$ cat config.mk
export PLATFORM = sky130hd
export DESIGN_NAME = dspb_queue
export DESIGN_NICKNAME = d
export VERILOG_FILES = /design/src/design/dspb_pkg.sv /design/src/design/dspb_queue.sv
export SDC_FILE = /design/constraint.sdc
export NUM_CORES = 1
export LEC_CHECK = 0
export ABC_AREA = 1
export BUFFER_PORTS_ARGS = -buffer_cell sky130_fd_sc_hd__buf_2
export CAP_MARGIN = 20
export CORE_ASPECT_RATIO = 1.25
export CORE_MARGIN = 5
export CORE_UTILIZATION = 58
export CTS_CLUSTER_DIAMETER = 30
export CTS_CLUSTER_SIZE = 16
export DETAILED_ROUTE_END_ITERATION = 10
export PLACE_DENSITY = 0.8
export REMOVE_ABC_BUFFERS = 1
export SLEW_MARGIN = 20
export SYNTH_ARGS = -nofsm -noshare
export SYNTH_HDL_FRONTEND = slang
export SYNTH_SLANG_ARGS = --single-unit
$ cat constraint.sdc
create_clock -name clk -period 2.7 [get_ports clk]
set_input_delay 0.27 -clock clk [delete_from_list [all_inputs] [get_ports clk]]
set_output_delay 0.27 -clock clk [all_outputs]
set_load 0.01 [all_outputs]
$ cat src/design/dspb_pkg.sv
// shared types, widths and constants of the directional sparkle pixel blend
`timescale 1ns / 1ps

package dspb_pkg;

    // coordinate bits of col_idx and row_idx that take part in the geometry
    localparam int COORD_BITS    = 12;
    localparam int COORD_FIELD_W = 12;

    localparam int CH_W       = 8;
    localparam int NUM_CH     = 3;
    localparam int POS_W      = 16;
    localparam int TRIG_W     = 16;
    localparam int RECIP_W    = 17;
    localparam int TINT_W     = NUM_CH * CH_W;
    localparam int GAIN_W     = 10;
    localparam int CFG_DATA_W = 24;
    localparam int CFG_IDX_W  = 3;

    // geometry widths
    localparam int SCALED_W   = COORD_BITS + 4;
    localparam int DX_W       = ((SCALED_W > POS_W) ? SCALED_W : POS_W) + 1;
    localparam int ROT_W      = DX_W + TRIG_W + 1;
    localparam int NPROD_W    = ROT_W + RECIP_W;
    localparam int NORM_SHIFT = 18;
    localparam int NORM_W     = NPROD_W - NORM_SHIFT;
    localparam int FRAC_W     = 16;
    localparam int WT_W       = FRAC_W + 1;

    // blend widths
    localparam int TW_W       = CH_W + WT_W;
    localparam int ADD_PROD_W = TW_W + GAIN_W;
    localparam int ADD_SHIFT  = 24;
    localparam int ADD_W      = ADD_PROD_W - ADD_SHIFT;
    localparam int SUM_W      = ADD_W + 1;

    localparam logic [DX_W-1:0]  COORD_MASK = DX_W'((64'd1 << COORD_BITS) - 64'd1);
    localparam logic [WT_W-1:0]  ONE_Q16    = WT_W'(64'd1 << FRAC_W);
    localparam logic [CH_W-1:0]  CH_MAX     = '1;

    // pipeline depths
    localparam int FRONT_STAGES = 3;
    localparam int BACK_STAGES  = 4;
    localparam int QUEUE_DEPTH  = 4;
    localparam int MAX_INFLIGHT = FRONT_STAGES + QUEUE_DEPTH + BACK_STAGES;

    // register indexes
    typedef enum logic [CFG_IDX_W-1:0] {
        REG_CENTER_X     = 3'd0,
        REG_CENTER_Y     = 3'd1,
        REG_COS_DIR      = 3'd2,
        REG_SIN_DIR      = 3'd3,
        REG_ALONG_RECIP  = 3'd4,
        REG_ACROSS_RECIP = 3'd5,
        REG_TINT_RGB     = 3'd6,
        REG_GAIN         = 3'd7
    } cfg_idx_t;

    localparam logic [POS_W-1:0]   RST_CENTER_X     = 16'd32768;
    localparam logic [POS_W-1:0]   RST_CENTER_Y     = 16'd32768;
    localparam logic [TRIG_W-1:0]  RST_COS_DIR      = 16'd16384;
    localparam logic [TRIG_W-1:0]  RST_SIN_DIR      = 16'd0;
    localparam logic [RECIP_W-1:0] RST_ALONG_RECIP  = 17'd65536;
    localparam logic [RECIP_W-1:0] RST_ACROSS_RECIP = 17'd5958;
    localparam logic [TINT_W-1:0]  RST_TINT_RGB     = 24'hFFFFFF;
    localparam logic [GAIN_W-1:0]  RST_GAIN         = 10'd256;

    typedef logic [CH_W-1:0] chan_t;
    // channel 2 red, 1 green, 0 blue, same order as the tint word
    typedef chan_t [NUM_CH-1:0] rgb_t;

    typedef struct packed {
        logic [POS_W-1:0]          center_x;
        logic [POS_W-1:0]          center_y;
        logic signed [TRIG_W-1:0]  cos_dir;
        logic signed [TRIG_W-1:0]  sin_dir;
        logic [RECIP_W-1:0]        along_recip;
        logic [RECIP_W-1:0]        across_recip;
        logic [TINT_W-1:0]         tint;
        logic [GAIN_W-1:0]         gain;
    } cfg_t;

    typedef struct packed {
        logic [COORD_FIELD_W-1:0] col;
        logic [COORD_FIELD_W-1:0] row;
        rgb_t                     rgb;
    } pixel_t;

    // classified item handed from the front to the back
    typedef struct packed {
        rgb_t            rgb;
        logic            hit;
        logic [WT_W-1:0] wa;
        logic [WT_W-1:0] wc;
    } queue_item_t;

    typedef struct packed {
        logic full;
        logic empty;
    } q_status_t;

    function automatic chan_t sat_add(input chan_t base, input logic [ADD_W-1:0] add);
        logic [SUM_W-1:0] sum;
        sum = SUM_W'(base) + SUM_W'(add);
        return (sum > SUM_W'(CH_MAX)) ? CH_MAX : sum[CH_W-1:0];
    endfunction

endpackage

$ cat src/design/dspb_queue.sv
// short queue of classified items between front and back
`timescale 1ns / 1ps

module dspb_queue
    import dspb_pkg::*;
(
    input  logic        clk,
    input  logic        rst_n,
    input  logic        push,
    input  queue_item_t push_item,
    input  logic        pop,
    output queue_item_t pop_item,
    output q_status_t   q_status
);

    localparam int QPTR_W = $clog2(QUEUE_DEPTH);

    queue_item_t         store_reg [QUEUE_DEPTH];
    logic [QPTR_W-1:0]   wr_ptr_reg, rd_ptr_reg;
    logic [QPTR_W:0]     count_reg, count_next;

    function automatic logic [QPTR_W-1:0] ptr_inc(input logic [QPTR_W-1:0] p);
        return (p == QPTR_W'(QUEUE_DEPTH - 1)) ? '0 : p + 1'b1;
    endfunction

    always_comb
    begin
        count_next = count_reg;
        if (push && !pop)
            count_next = count_reg + 1'b1;
        else if (pop && !push)
            count_next = count_reg - 1'b1;
    end

    always_ff @(posedge clk or negedge rst_n)
    begin
        if (!rst_n)
        begin
            wr_ptr_reg <= '0;
            rd_ptr_reg <= '0;
            count_reg  <= '0;
        end
        else
        begin
            if (push)
                wr_ptr_reg <= ptr_inc(wr_ptr_reg);
            if (pop)
                rd_ptr_reg <= ptr_inc(rd_ptr_reg);
            count_reg <= count_next;
        end
    end

    always_ff @(posedge clk)
    begin
        if (push)
            store_reg[wr_ptr_reg] <= push_item;
    end

    assign pop_item       = store_reg[rd_ptr_reg];
    assign q_status.full  = (count_reg == (QPTR_W + 1)'(QUEUE_DEPTH));
    assign q_status.empty = (count_reg == '0);

endmodule

==> flow_summary.yaml <==
status:
  status: "completed"
worst_setup_path:
  regToRegSetupSlack_ns: 0.86
  critPathRequiredTime_ns: 2.43
  reg2reg_to: "store_reg[2][44]"
  startpoint_type: "flip-flop"
  setup.worst_path.end_class: "primary output"
  path_class: "flip-flop to primary output"
  r2r-start: "wr_ptr_reg[0]"
  ff2ff_path_depth: 5
  worstPathArrival_ns: 2.14
  cp_max_fo: 63
yosys:
  synth-seq-cells: 243
  syn_area_sq_um: 9880
  yosysTopAreaCellShare: 0.717
  ys_types: 18
  synth_simple_gate_area_share: 0.0758
  ys_seq_area_frac: 0.735
  synth_area_leader_cell: "edfxtp_1"
  synth_adder_area_share: 0.00962
  synth.mux.area_fraction: 0
  ys.warnings.count: 0
  synth-compound-area-share: 0.0917
  synthTopCellsByArea: "edfxtp_1 (72%), o211ai_1 (9.0%), nand2_1 (7.3%)"
  postSynthCellCount: 741
  synth_top_family_by_area: "compound AO/OA/AOI/OAI gates"
  synth_area_per_cell_sq_um: 13.3
  synth_xor_area_frac: 0.000886
timing:
  rsz0062_at_grt: "no"
  slew_headroom: 0.565
  finalSetupTns_ns: 0
  fin_ws_ns: 0.288
  setup_violations: 0
  finalCritPeriodShare: 0.893
  hold_violations: 0
  skew_ns: 0.0162
  min_period_ns: 2.41
  tightestPinTransition_ns: 0.651
  clock.fmax_ghz: 0.415
  maxSlewViolCount: 0
routing:
  viasPerCell: 5.16
  vias: 5906
  routed_wl_um: 18700
  drt_pass1_iterations: 5
  ant_nets: 0
  wl_per_cell_um: 16.4
  drt_iter0_markers: 310
  drc: 0
worst_hold_path:
  whs_path_depth: 1
  hold_path.startpoint: "push_item[14]"
  min_path_type: "primary input to flip-flop"
  hold_end: "store_reg[0][14]"
placed_design:
  dp.cells: 1061
  pre_cts_ws_ns: 0.747
  hpwl_um: 10800
  gp_congestion: 0.723
  io_buffers: 123
power:
  power.total_w: 0.0129
  powerDensity_nw_per_um2: 1080
  ir_drop_mv: 0.732
  p_leak_nw: 4.93
clock_tree:
  cts_tree: "done"
  clk_pin_slew_ns: 0.05
  htreeDepth: 2
  post_cts_buffers: 0
  cts.sinks: 243
  cts_buffers: 35
  cts.path.max_buffers: 3
  clock_latency_ns: 0.48
  root_buffer: "clkbuf_16"
grt:
  grt-ovfl-total: 0
  top_usage_layer: "met2"
  antenna_found_initial: 3
  use_met3: 0.0370
  grt_max_degree: 83
  grt_pass1_wl_um: 29700
  grt_pass1_vias: 5993
  use_met1: 0.222
  grt_use_met2: 0.349
  grt_use_total: 0.190
final_layout:
  nets: 968
  final_layout_size_suffix_gt1_frac: 0.220
  final_cells: 1145
  final_common_cell: "edfxtp_1"
  syn_to_final_growth_pct: 20.6
  largest_reg_flops: 236
  layout_common_cells: "edfxtp_1 (236), nand2_1 (192), inv_1 (125), buf_2 (123), o211ai_1 (118)"
floorplanning:
  rows: 53
  coreArea_sq_um: 16800
  start_util: 0.589
  die_w_um: 127
  fp.dieH_um: 156
  dieArea_sq_um: 19800
  io_pins: 124
run:
  max-cap-violations: 0
## how the worst max path moves through the flow
| stage | start | end | slack [ns] | cells after the start |
|---|---|---|---|---|
| 2_1_floorplan | rd_ptr_reg[0] | pop_item[39] | -0.19 | 4 |
| 3_3_place_gp | rd_ptr_reg[0] | pop_item[13] | 0.83 | 6 |
| 3_5_place_dp | rd_ptr_reg[0] | pop_item[51] | 0.75 | 6 |
| 4_1_cts | rd_ptr_reg[0] | pop_item[51] | 0.24 | 6 |
| 5_1_grt | rd_ptr_reg[0] | pop_item[51] | 0.10 | 6 |
| 6_report | rd_ptr_reg[0] | pop_item[51] | 0.29 | 6 |
## critical path, stage by stage (launching register included)
cell and delay, ns:
dfrtp_1 0.44, inv_6 0.34, buf_4 0.41, nand2_1 0.09, o211ai_1 0.11, nand2_1 0.11
buf_2 0.15
## layer usage
layer	wire length (um)	up-vias	share of wire
met2	9990	149	0.53
met5	16	-	0.00085
met1	7250	2808	0.39
li1	-	2907	-
met3	940	38	0.050
met4	545	4	0.029
## power breakdown
part           internal [W]  switching, W
Sequential          0.00484      0.000178
Combinational       0.00125       0.00238
Clock               0.00267       0.00156
## synthesized netlist by cell type, drive strengths merged
library cell	count
ha	6
nor2	2
nand4	1
buf	38
edfxtp	236
nand2	192
inv	131
xnor2	1
nor3	2
o21ai	4
fa	1
o211ai	118
nand3	1
clkbuf	1
dfrtp	7
## metrics by stage
stage / utilization / cell area [sq um] / hold slack [ns]
floorplan: - / 9510 / -0.0256
global placement: 0.631 / 10600 / 0.115
detailed placement: 0.631 / 10600 / 0.120
CTS: 0.710 / 11900 / 0.000261
global route: 0.711 / 11900 / 0.000572
finish: 0.711 / 11900 / 0.00994
## cell families after synthesis
family	count (synthesis)
AOI/OAI and AO/OA	122
xor gates and xnor gates	1
adders and majority gates	7
and+or+nand+nor	198
buffers and inverters	170
DFF	243
## what timing repair did
item	4_1_cts	5_1_grt
resized for setup	0	0
hold endpoints to repair	74	0
hold buffers	20	0
## layout make-up
| class | instances | area (sq um) |
|---|---|---|
| Inverter | 131 | 497 |
| Clock inverter | 21 | 161 |
| Timing Repair Buffer | 159 | 998 |
| Multi-Input combinational cell | 328 | 1760 |
| Clock buffer | 42 | 965 |
| Antenna cell | 1 | 2.50 |
| Sequential cell | 243 | 7260 |
| Fill cell | 1047 | 4860 |
| Tap cell | 220 | 275 |
(Power assumes the default switching activity.)
