$ cat config.mk
export PLATFORM = sky130hd
export DESIGN_NAME = dspb_back
export DESIGN_NICKNAME = d
export VERILOG_FILES = /design/src/design/dspb_pkg.sv /design/src/design/dspb_back.sv
export SDC_FILE = /design/constraint.sdc
export NUM_CORES = 2
export LEC_CHECK = 0
export BUFFER_PORTS_ARGS = -buffer_cell sky130_fd_sc_hd__buf_2
export CORE_UTILIZATION = 24
export DETAILED_ROUTE_END_ITERATION = 12
export GPL_TIMING_DRIVEN = 0
export PLACE_DENSITY_LB_ADDON = 0.08
export SLEW_MARGIN = 40
export SYNTH_ARGS = -nofsm -noshare
export SYNTH_HDL_FRONTEND = slang
export SYNTH_SLANG_ARGS = --single-unit
$ cat constraint.sdc
create_clock -name clk -period 7.9 [get_ports clk]
set_clock_uncertainty 0.2 [all_clocks]
set_input_delay 2.37 -clock clk [delete_from_list [all_inputs] [get_ports clk]]
set_output_delay 2.37 -clock clk [all_outputs]
set_load 0.02 [all_outputs]
$ cat src/design/dspb_pkg.sv
// shared types, widths and constants of the directional sparkle pixel blend
`timescale 1ns / 1ps

package dspb_pkg;

    // coordinate bits of col_idx and row_idx that take part in the geometry
    localparam int COORD_BITS    = 12;
    localparam int COORD_FIELD_W = 12;

    localparam int CH_W       = 8;
    localparam int NUM_CH     = 3;
    localparam int POS_W      = 16;
    localparam int TRIG_W     = 16;
    localparam int RECIP_W    = 17;
    localparam int TINT_W     = NUM_CH * CH_W;
    localparam int GAIN_W     = 10;
    localparam int CFG_DATA_W = 24;
    localparam int CFG_IDX_W  = 3;

    // geometry widths
    localparam int SCALED_W   = COORD_BITS + 4;
    localparam int DX_W       = ((SCALED_W > POS_W) ? SCALED_W : POS_W) + 1;
    localparam int ROT_W      = DX_W + TRIG_W + 1;
    localparam int NPROD_W    = ROT_W + RECIP_W;
    localparam int NORM_SHIFT = 18;
    localparam int NORM_W     = NPROD_W - NORM_SHIFT;
    localparam int FRAC_W     = 16;
    localparam int WT_W       = FRAC_W + 1;

    // blend widths
    localparam int TW_W       = CH_W + WT_W;
    localparam int ADD_PROD_W = TW_W + GAIN_W;
    localparam int ADD_SHIFT  = 24;
    localparam int ADD_W      = ADD_PROD_W - ADD_SHIFT;
    localparam int SUM_W      = ADD_W + 1;

    localparam logic [DX_W-1:0]  COORD_MASK = DX_W'((64'd1 << COORD_BITS) - 64'd1);
    localparam logic [WT_W-1:0]  ONE_Q16    = WT_W'(64'd1 << FRAC_W);
    localparam logic [CH_W-1:0]  CH_MAX     = '1;

    // pipeline depths
    localparam int FRONT_STAGES = 3;
    localparam int BACK_STAGES  = 4;
    localparam int QUEUE_DEPTH  = 4;
    localparam int MAX_INFLIGHT = FRONT_STAGES + QUEUE_DEPTH + BACK_STAGES;

    // register indexes
    typedef enum logic [CFG_IDX_W-1:0] {
        REG_CENTER_X     = 3'd0,
        REG_CENTER_Y     = 3'd1,
        REG_COS_DIR      = 3'd2,
        REG_SIN_DIR      = 3'd3,
        REG_ALONG_RECIP  = 3'd4,
        REG_ACROSS_RECIP = 3'd5,
        REG_TINT_RGB     = 3'd6,
        REG_GAIN         = 3'd7
    } cfg_idx_t;

    localparam logic [POS_W-1:0]   RST_CENTER_X     = 16'd32768;
    localparam logic [POS_W-1:0]   RST_CENTER_Y     = 16'd32768;
    localparam logic [TRIG_W-1:0]  RST_COS_DIR      = 16'd16384;
    localparam logic [TRIG_W-1:0]  RST_SIN_DIR      = 16'd0;
    localparam logic [RECIP_W-1:0] RST_ALONG_RECIP  = 17'd65536;
    localparam logic [RECIP_W-1:0] RST_ACROSS_RECIP = 17'd5958;
    localparam logic [TINT_W-1:0]  RST_TINT_RGB     = 24'hFFFFFF;
    localparam logic [GAIN_W-1:0]  RST_GAIN         = 10'd256;

    typedef logic [CH_W-1:0] chan_t;
    // channel 2 red, 1 green, 0 blue, same order as the tint word
    typedef chan_t [NUM_CH-1:0] rgb_t;

    typedef struct packed {
        logic [POS_W-1:0]          center_x;
        logic [POS_W-1:0]          center_y;
        logic signed [TRIG_W-1:0]  cos_dir;
        logic signed [TRIG_W-1:0]  sin_dir;
        logic [RECIP_W-1:0]        along_recip;
        logic [RECIP_W-1:0]        across_recip;
        logic [TINT_W-1:0]         tint;
        logic [GAIN_W-1:0]         gain;
    } cfg_t;

    typedef struct packed {
        logic [COORD_FIELD_W-1:0] col;
        logic [COORD_FIELD_W-1:0] row;
        rgb_t                     rgb;
    } pixel_t;

    // classified item handed from the front to the back
    typedef struct packed {
        rgb_t            rgb;
        logic            hit;
        logic [WT_W-1:0] wa;
        logic [WT_W-1:0] wc;
    } queue_item_t;

    typedef struct packed {
        logic full;
        logic empty;
    } q_status_t;

    function automatic chan_t sat_add(input chan_t base, input logic [ADD_W-1:0] add);
        logic [SUM_W-1:0] sum;
        sum = SUM_W'(base) + SUM_W'(add);
        return (sum > SUM_W'(CH_MAX)) ? CH_MAX : sum[CH_W-1:0];
    endfunction

endpackage

$ cat src/design/dspb_back.sv
// back end: weight product, tint and gain scaling, saturating add
`timescale 1ns / 1ps

module dspb_back
    import dspb_pkg::*;
(
    input  logic        clk,
    input  logic        rst_n,
    input  cfg_t        cfg,
    input  q_status_t   q_status,
    output logic        pop,
    input  queue_item_t pop_item,
    output logic        out_valid,
    input  logic        out_ready,
    output rgb_t        out_rgb,
    output logic        out_hit
);

    logic v1_reg, v2_reg, v3_reg, v4_reg;
    logic adv;

    logic [2*WT_W-1:0]   w_prod;
    logic [WT_W-1:0]     w_reg;
    rgb_t                rgb1_reg, rgb2_reg, rgb3_reg, rgb4_reg;
    logic                hit1_reg, hit2_reg, hit3_reg, hit4_reg;

    logic [TW_W-1:0]       tw_next [NUM_CH];
    logic [TW_W-1:0]       tw_reg  [NUM_CH];
    logic [ADD_PROD_W-1:0] add_prod [NUM_CH];
    logic [ADD_W-1:0]      add_reg [NUM_CH];
    rgb_t                  rgb_next;

    assign adv = !v4_reg || out_ready;
    assign pop = adv && !q_status.empty;

    always_comb
    begin
        w_prod = (2*WT_W)'(pop_item.wa) * (2*WT_W)'(pop_item.wc);
        for (int c = 0; c < NUM_CH; c++)
        begin
            tw_next[c]  = TW_W'(cfg.tint[c*CH_W +: CH_W]) * TW_W'(w_reg);
            add_prod[c] = ADD_PROD_W'(tw_reg[c]) * ADD_PROD_W'(cfg.gain);
        end
        // outside the box the pixel passes through
        for (int c = 0; c < NUM_CH; c++)
            rgb_next[c] = hit3_reg ? sat_add(rgb3_reg[c], add_reg[c]) : rgb3_reg[c];
    end

    always_ff @(posedge clk or negedge rst_n)
    begin
        if (!rst_n)
        begin
            v1_reg <= 1'b0;
            v2_reg <= 1'b0;
            v3_reg <= 1'b0;
            v4_reg <= 1'b0;
        end
        else if (adv)
        begin
            v1_reg <= !q_status.empty;
            v2_reg <= v1_reg;
            v3_reg <= v2_reg;
            v4_reg <= v3_reg;
        end
    end

    always_ff @(posedge clk)
    begin
        if (adv)
        begin
            w_reg    <= w_prod[FRAC_W+WT_W-1:FRAC_W];
            rgb1_reg <= pop_item.rgb;
            hit1_reg <= pop_item.hit;
            for (int c = 0; c < NUM_CH; c++)
            begin
                tw_reg[c]  <= tw_next[c];
                add_reg[c] <= add_prod[c][ADD_PROD_W-1:ADD_SHIFT];
            end
            rgb2_reg <= rgb1_reg;
            hit2_reg <= hit1_reg;
            rgb3_reg <= rgb2_reg;
            hit3_reg <= hit2_reg;
            rgb4_reg <= rgb_next;
            hit4_reg <= hit3_reg;
        end
    end

    assign out_valid = v4_reg;
    assign out_rgb   = rgb4_reg;
    assign out_hit   = hit4_reg;

endmodule

==> run metrics <==
status complete, no violations; routed len/inst 20.11 um; arrival time at the worst endpoint 8.01 ns; clock tree sinks 229; final hold violation count 0; EDFF count, synth 225; CTS max path bufs 3; Max Fclk 128.1 MHz; # hold bufs at CTS 0; Seq cells post-synth 229; Reg-to-Reg Start w_reg[4]; Die Y-Extent 462.0 um; unrepaired setup endpoints after global routing yes; Post-Syn Area 50790 um^2; Slew @ Worst Pin 0.8998 ns; Final period util 0.9880; # setup viols final 0; CTS Root Cell clkbuf_16; leading cell type in the layout, fill and taps excluded inv_1; Min-Delay Endpoint rgb2_reg[9]; pin count of the biggest net entering global routing 64; Crit path required time 8.10 ns; max reg flops 75; register area share after synthesis 0.1350; most frequent cells in the layout inv_1 (1151), fa_1 (1035), nand2_1 (786); Netlist cell types 75; starting density of the core 0.2419; share of cells above drive strength 1 0.06429; Rows 168; die area 213500 um^2; Detailed Routing Iterations Pass 1 5; vias per cell 4.216; total gr overflow 0; asr flop ratio synth 0.01747; Hold WC Path Type register to register; max-cap viol count 0; Boundary Pins 223; slowest CP cell o311ai_0; Final ANT Viol Nets 0; Most used DFF post-synth edfxtp_1; Final Wtd Congestion 0.8070; Post-Route Utilization 0.2715; hold depth 0; initial antenna violation count 19; CTS Buf Count 31; Core ar. 210000 um^2; Worst slew margin 0.4002; Port Buffers 108; family with the most delay on the worst path adder cells; H-tree Lvls 1; wirelength, routed 167.2 mm; worst hold start rgb1_reg[9]; WHS 0.2121 ns; Crit Path Category input port to register; final worst slack 0.09495 ns; vias in the first global route 39390; Clock Pin Slew Worst Setup and Hold Paths 0.06 ns; via count 35060; GRT Total Usage 0.1594; crit-path cells clkbuf_2 > buf_4 > and2_1 > fa_1 > fa_1 > fa_1 > fa_1 > inv_1 > fa_1 > inv_1 > ha_1 > a211o_1 > a21oi_1 > or3_1 > a21oi_1 > o311ai_0 > nand2_1 > a21oi_1 > xnor2_1; CP dominant cell by count fa_1; Iteration-0 DRC Markers 1405; Die Wd 462.0 um; FF-to-FF End tw_reg[0][46]; R2R depth 18; Final min period 7.805 ns; CP Capture Type register; Final Net Count 7180; worst path bufs/invs 4; synthesized instance count 5327; Place WS -1.866 ns; CTS tree built; critical path peak fanout 10; P&R area growth vs syn 12.24%; DP HPWL 138.3 mm; flop-to-flop setup slack 1.45 ns; syn_area_per_cell 9.535 um^2; final max-slew violation count 0; total negative slack 0 ns; CP max stage delay 0.62 ns; Syn Nets 7025; synth warn 0; Skew-Pair Late Insertion Delay 0.65 ns; DRC viols 0; first-pass GRT wire length 254.6 mm; CP startpoint kind input port
[layer usage]
layer / vias up / share of wire / track usage
li1: 16380 / - / -
met4: 6 / 0.018 / 0.02673
met1: 18160 / 0.46 / 0.2124
met3: 112 / 0.024 / 0.01151
met5: - / 0.00020 / 0
met2: 398 / 0.50 / 0.2839
[through the flow]
step / instances / instance area [um^2]
6_report: 8316 / 57010
5_1_grt: 8312 / 57000
4_1_cts: 8305 / 56740
3_5_place_dp: 8247 / 55060
3_3_place_gp: 8240 / 54850
2_1_floorplan: 5327 / 50800
[repair_timing]
action,CTS,global route
endpoints found under the hold margin,0,0
buffers inserted,6,10
endpoints found under the setup margin,50,31
cloned,0,1
pin swaps,13,11
gates resized for setup,157,90
[logic make-up (layout without fill, tap and decap cells)]
logic type                 count (synthesis)  count (layout)  share of synthesized area
adders and majority gates               1502            1502                     0.5233
buffers and inverters                   1386            1565                     0.1024
muxes                                      6               6                   0.001232
AOI/OAI and AO/OA                        362             362                    0.04791
xor gates and xnor gates                 126             126                    0.02173
and+or+nand+nor                         1716            1716                     0.1684
DFF                                      229             229                     0.1350
other                                      0               5                          0
[synthesized netlist by cell type, types with 31 or more instances]
cell	count	area share
fa_1	1037	0.41
xnor2_1	94	0.016
and2_1	699	0.086
nand2_1	787	0.058
nand3_1	31	0.0031
clkbuf_1	214	0.016
a21o_1	42	0.0062
ha_1	465	0.11
o21ai_0	44	0.0043
edfxtp_1	225	0.13
xor2_1	32	0.0055
a21oi_1	110	0.011
inv_1	1154	0.085
nor2_1	79	0.0058
[how the worst max path moves through the flow]
stage               slack, ns         start        endpoint  cells after the start
global route            -0.01        cfg[2]  add_reg[0][21]                     24
global placement        -2.73        cfg[3]  add_reg[0][29]                     22
CTS                     0.002  pop_item[11]       w_reg[13]                     20
finish                   0.09        cfg[6]  add_reg[0][12]                     19
detailed placement      -1.87  pop_item[29]       w_reg[16]                     21
floorplan               -0.04        cfg[1]  add_reg[0][29]                     22
[layout make-up]
cell class | count | area (um^2)
clock inverter | 19 | 249.0
fill | 22590 | 153000
clock buffer | 38 | 842.1
multi-input combinational | 3712 | 38980
antenna | 5 | 12.51
inverter | 1154 | 4339
timing repair buffer | 132 | 858.3
tap | 2805 | 3510
sequential | 229 | 6857
buffer | 222 | 1363
Power is not shown: default switching activity piles up to over one toggle a cycle in this logic, so the estimate is an artifact.
